==> config.mk <==
export PLATFORM = sky130hd
export DESIGN_NAME = evf_ram
export DESIGN_NICKNAME = d
export VERILOG_FILES = /design/src/rtl/core/evf_ram.sv
export SDC_FILE = /design/constraint.sdc
export NUM_CORES = 1
export LEC_CHECK = 0
export BUFFER_PORTS_ARGS = -buffer_cell sky130_fd_sc_hd__buf_4
export CORE_MARGIN = 2
export CORE_UTILIZATION = 30
export CTS_CLUSTER_SIZE = 14
export DETAILED_ROUTE_END_ITERATION = 8
export SETUP_SLACK_MARGIN = 0.2
export SYNTH_ARGS = -nofsm -noshare
export SYNTH_HDL_FRONTEND = slang
export SYNTH_SLANG_ARGS = --single-unit
export TNS_END_PERCENT = 50
==> constraint.sdc <==
create_clock -name clk_i -period 5.9 [get_ports clk_i]
set_input_delay 1.18 -clock clk_i [delete_from_list [all_inputs] [get_ports clk_i]]
set_output_delay 1.18 -clock clk_i [all_outputs]
set_load 0.03 [all_outputs]
==> src/rtl/core/evf_ram.sv <==
// Generic single-write, single-read RAM with registered read data.
module evf_ram #(
  parameter int unsigned Width = 8,
  parameter int unsigned Depth = 16
) (
  input  logic                     clk_i,
  input  logic                     we_i,
  input  logic [$clog2(Depth)-1:0] waddr_i,
  input  logic [Width-1:0]         wdata_i,
  input  logic [$clog2(Depth)-1:0] raddr_i,
  output logic [Width-1:0]         rdata_o
);

  logic [Width-1:0] mem [Depth];

  always_ff @(posedge clk_i) begin
    if (we_i) begin
      mem[waddr_i] <= wdata_i;
    end
    rdata_o <= mem[raddr_i];
  end

endmodule

## Word-level counts from Yosys, hierarchy flattened

Memories as Yosys holds them, arrays and structs flattened. A register that Yosys moved wholly into a read port is not among the register bits.
Cells that the tools add are included.

- Memories kept: 1
- Register bits after elaboration: 0
- Output and inout port bits: 8
- RAM bits: 128

Memories:

| memory | words | bits a word | rd ports | clocked after Yosys merged registers in | wr ports | RTL line | text |
|---|---|---|---|---|---|---|---|
| mem | 16 | 8 | 1 | 1 | 1 | 14 | `logic [Width-1:0] mem [Depth];` |

- Muxes and demuxes: 2

Operators with widths:

| cell | number |
|---|---|
| two-way mux 1 bit | 2 |

## Longest topological paths before layout

- Depth in word-level cells: 2
- Depth in mapped cells: 5

## Worst setup path before layout

OpenSTA, ideal clock, no wires.

- Path type: input to register
- From: in waddr_i[2]
- To: mem mem[0][0] (enable)
- Arrival: 2.290 ns
- Slack: 3.227 ns
- Stages: 2
- Buffers on the path: 0
- Cell sequence: or3b_2 > nor3_1

RTL lines:

| element | RTL line | text |
|---|---|---|
| start: declaration | 8 | `input logic [$clog2(Depth)-1:0] waddr_i,` |
| end: declaration | 14 |  |

No word-level cell before the write port.

## Worst setup path after layout

- From: in waddr_i[2]
- To: mem mem[0][7] (enable)

No word-level cell before the write port.

==> load_flow_metrics.sql <==
INSERT INTO impl_metrics (metric_group, metric, value, unit) VALUES
('status', 'result_of_the_run', 'complete, no violations', ''),
('power_and_ir_drop', 'power.density_cell_area', '362.0', 'mW/mm2'),
('global_routing', 'grt_pass1_vias', '2455', ''),
('worst_setup_path', 'critical_path.startpoint_type', 'input pin', ''),
('power_and_ir_drop', 'power.internal', '1780', 'uW'),
('global_routing', 'grt_first_pass_wirelength', '15280', 'um'),
('power_and_ir_drop', 'total_switching_power', '437.7', 'uW'),
('clocking', 'cts_buffers', '17', ''),
('synth', 'syn-instance-count', '229', ''),
('synth', 'netlist_top_cells_area', 'sky130_fd_sc_hd__edfxtp_1 75%, sky130_fd_sc_hd__mux4_2 7.9%, sky130_fd_sc_hd__mux4_1 7.1%', ''),
('detailed_routing', 'count_of_vias_placed_by_the_detailed_router', '2339', ''),
('clocking', 'cts_tree', 'built', ''),
('worst_setup_path', 'cp_data_required_time', '5.92', 'ns'),
('detailed_routing', 'per_cell_via_count_in_the_routed_design', '4.687', ''),
('clocking', 'clk_latency', '0.40', 'ns'),
('synth', 'mappedNetlistNets', '247', ''),
('power_and_ir_drop', 'power_leakage', '0.002007', 'uW'),
('sta', 'setup-violations-final', '0', ''),
('clocking', 'cts_max_path_buffers', '2', ''),
('global_routing', 'global_route.usage.total', '11.83', '%'),
('die', 'initial_core_util', '30.82', '%'),
('die', 'core-area', '0.01670', 'mm2'),
('placed_design', 'detailedPlacementHpwl', '6369', 'um'),
('clocking', 'cts-hold-fix-buffers', '0', ''),
('synth', 'synth.yosys.seq_area_share', '77.78', '%'),
('cells_and_area', 'post_route_cells_drive_above_1_share', '26.88', '%'),
('power_and_ir_drop', 'seqPwrFrac', '49.1', '%'),
('worst_setup_path', 'timing.critical_path.slowest_stage_cell', 'sky130_fd_sc_hd__nor3_1', ''),
('detailed_routing', 'drc_errors', '0', ''),
('clocking', 'clkSinkCount', '136', ''),
('power_and_ir_drop', 'power.share.switching', '19.74', '%'),
('cells_and_area', 'number_of_nets_in_the_finished_design', '284', ''),
('detailed_routing', 'drt-total-wl', '10100', 'um'),
('flow_run', 'timing.max_cap.violations', '0', ''),
('worst_setup_path', 'critical_path_peak_fanout', '8', ''),
('die', 'die_height', '135.0', 'um'),
('clocking', 'post_cts_resize_count', '0', ''),
('power_and_ir_drop', 'power_frac_comb', '5.1', '%'),
('cells_and_area', 'syn_to_final_growth', '19.01', '%'),
('synth', 'post_synth_instance_area', '0.005147', 'mm2'),
('power_and_ir_drop', 'clock_power_share', '45.8', '%'),
('sta', 'post-route-period-util', '44.53', '%'),
('worst_setup_path', 'largest_stage_delay_on_the_critical_path', '0.84', 'ns'),
('die', 'die-width', '135.0', 'um'),
('clocking', 'cts.repair_timing.setup_buffer_count', '0', ''),
('synth', 'postSynthAreaPerCell', '22.48', 'um2'),
('sta', 'clock.fmax', '380.6', 'MHz'),
('placed_design', 'place.gp.congestion', '0.8023', ''),
('detailed_routing', 'route.antenna.remaining_nets', '0', ''),
('sta', 'timing_max_transition_violations_final', '0', ''),
('die', 'number_of_placement_rows', '47', ''),
('worst_setup_path', 'worstReg2RegStart', 'mem[8][2]', ''),
('min_path', 'timing.hold.worst.start', 'mem[4][2]', ''),
('detailed_routing', 'drt-initial-drc-count', '127', ''),
('placed_design', 'io_buffers', '25', ''),
('clocking', 'path_clk_slew', '0.06', 'ns'),
('worst_setup_path', 'crit_chain', 'buf_4, or3b_2, nor3_1', ''),
('worst_setup_path', 'critical_path_arrival', '2.65', 'ns'),
('global_routing', 'grt_max_degree', '33', ''),
('clocking', 'root_buffer', 'sky130_fd_sc_hd__clkbuf_16', ''),
('clocking', 'htree_num_levels', '4', ''),
('sta', 'final.hold.worst_slack', '0.6662', 'ns'),
('sta', 'clock-skew-final', '0.006795', 'ns'),
('power_and_ir_drop', 'vdd_drop_max', '0.1565', 'mV'),
('worst_setup_path', 'critical_path_class', 'in -> reg', ''),
('worst_setup_path', 'cp-startpoint', 'waddr_i[2]', ''),
('sta', 'fin_tns_setup', '0', 'ns'),
('min_path', 'worst_hold_path_type', 'reg -> reg', ''),
('detailed_routing', 'detailedRoute.firstPassIterationCount', '4', ''),
('synth', 'synth_top_area_share', '74.67', '%'),
('synth', 'ys.warnings.count', '0', '');
[flip-flops by register name, indices dropped and copies added, names as in the netlist]
name and flops:
mem 128, rdata_o 8
[power groups by stage]
stage	clock network (uW)	registers, uW	logic, uW
after floorplan	0	1120	54.8
after global placement	0	1110	113
after detailed placement	0	1110	116
after CTS	1030	1090	116
after global routing	1080	1090	123
final	1020	1090	113
[cells in the final DEF (no fill, tap or decap), drive strengths merged, types with 2 or more instances in the layout]
master and count:
edfxtp 128, mux4 32, buf 28, clkbuf 24, a22oi 16, nor2 13, nand2 9, dfxtp 8
nor3 4, clkinv 3, clkinvlp 3, nand3b 2, nand2b 2, bufinv 2
[critical path: cells and delay by family]
kind | cells | cell delay, ns
AND/OR/NAND/NOR | 2 | 1.34
buffers and inverters | 1 | 0.12
[per-stage QoR]
stage	power, uW	worst slack [ns]	area [um2]	std cells	util, %
after floorplan	1173	3.227	5147	229	-
after global placement	1221	2.931	5547	467	33.21
after detailed placement	1225	2.854	5547	467	33.21
after CTS	2236	3.285	6126	499	36.68
after global routing	2288	3.189	6126	499	36.68
final	2217	3.273	6126	499	36.68
[kinds of logic after synthesis]
kind of cell    synth area share (%)
simple gates                   3.184
buf+inv                        1.677
compound gates                 2.334
mux                            15.02
flops                          77.78
[final cells by class]
type                    instances  area [um2]
clock buffers                  24       481.7
well taps                     220       275.3
fillers                      1551       10580
multi-input cells              83        1057
clock inverters                 8       97.59
flip-flops and latches        136        4004
repair buffers                 28       210.2
[cell usage after synthesis, drive strengths merged]
cell type / instances
a22oi: 16
and2: 1
and2b: 1
buf: 7
clkdlybuf4s25: 3
dfxtp: 8
edfxtp: 128
mux4: 32
nand2: 9
nand2b: 2
nand3: 1
nand3b: 2
nor2: 13
nor2b: 1
nor3: 4
or3b: 1
[layer usage]
layer  share of wire (%)  global-route usage, %
met1                  46                  16.42
met2                  48                  18.10
met3                 5.8                  3.378
met4                0.92                  3.819
met5                   0                      0
[worst paths after layout]
path	slack (ns)	depth (start not counted)	end
max	3.27	3	mem[0][7]
min	0.67	3	rdata_o[2]
max reg2reg	4.49	3	rdata_o[2]
min reg2reg	0.67	3	rdata_o[2]
(Power assumes the default switching activity.)
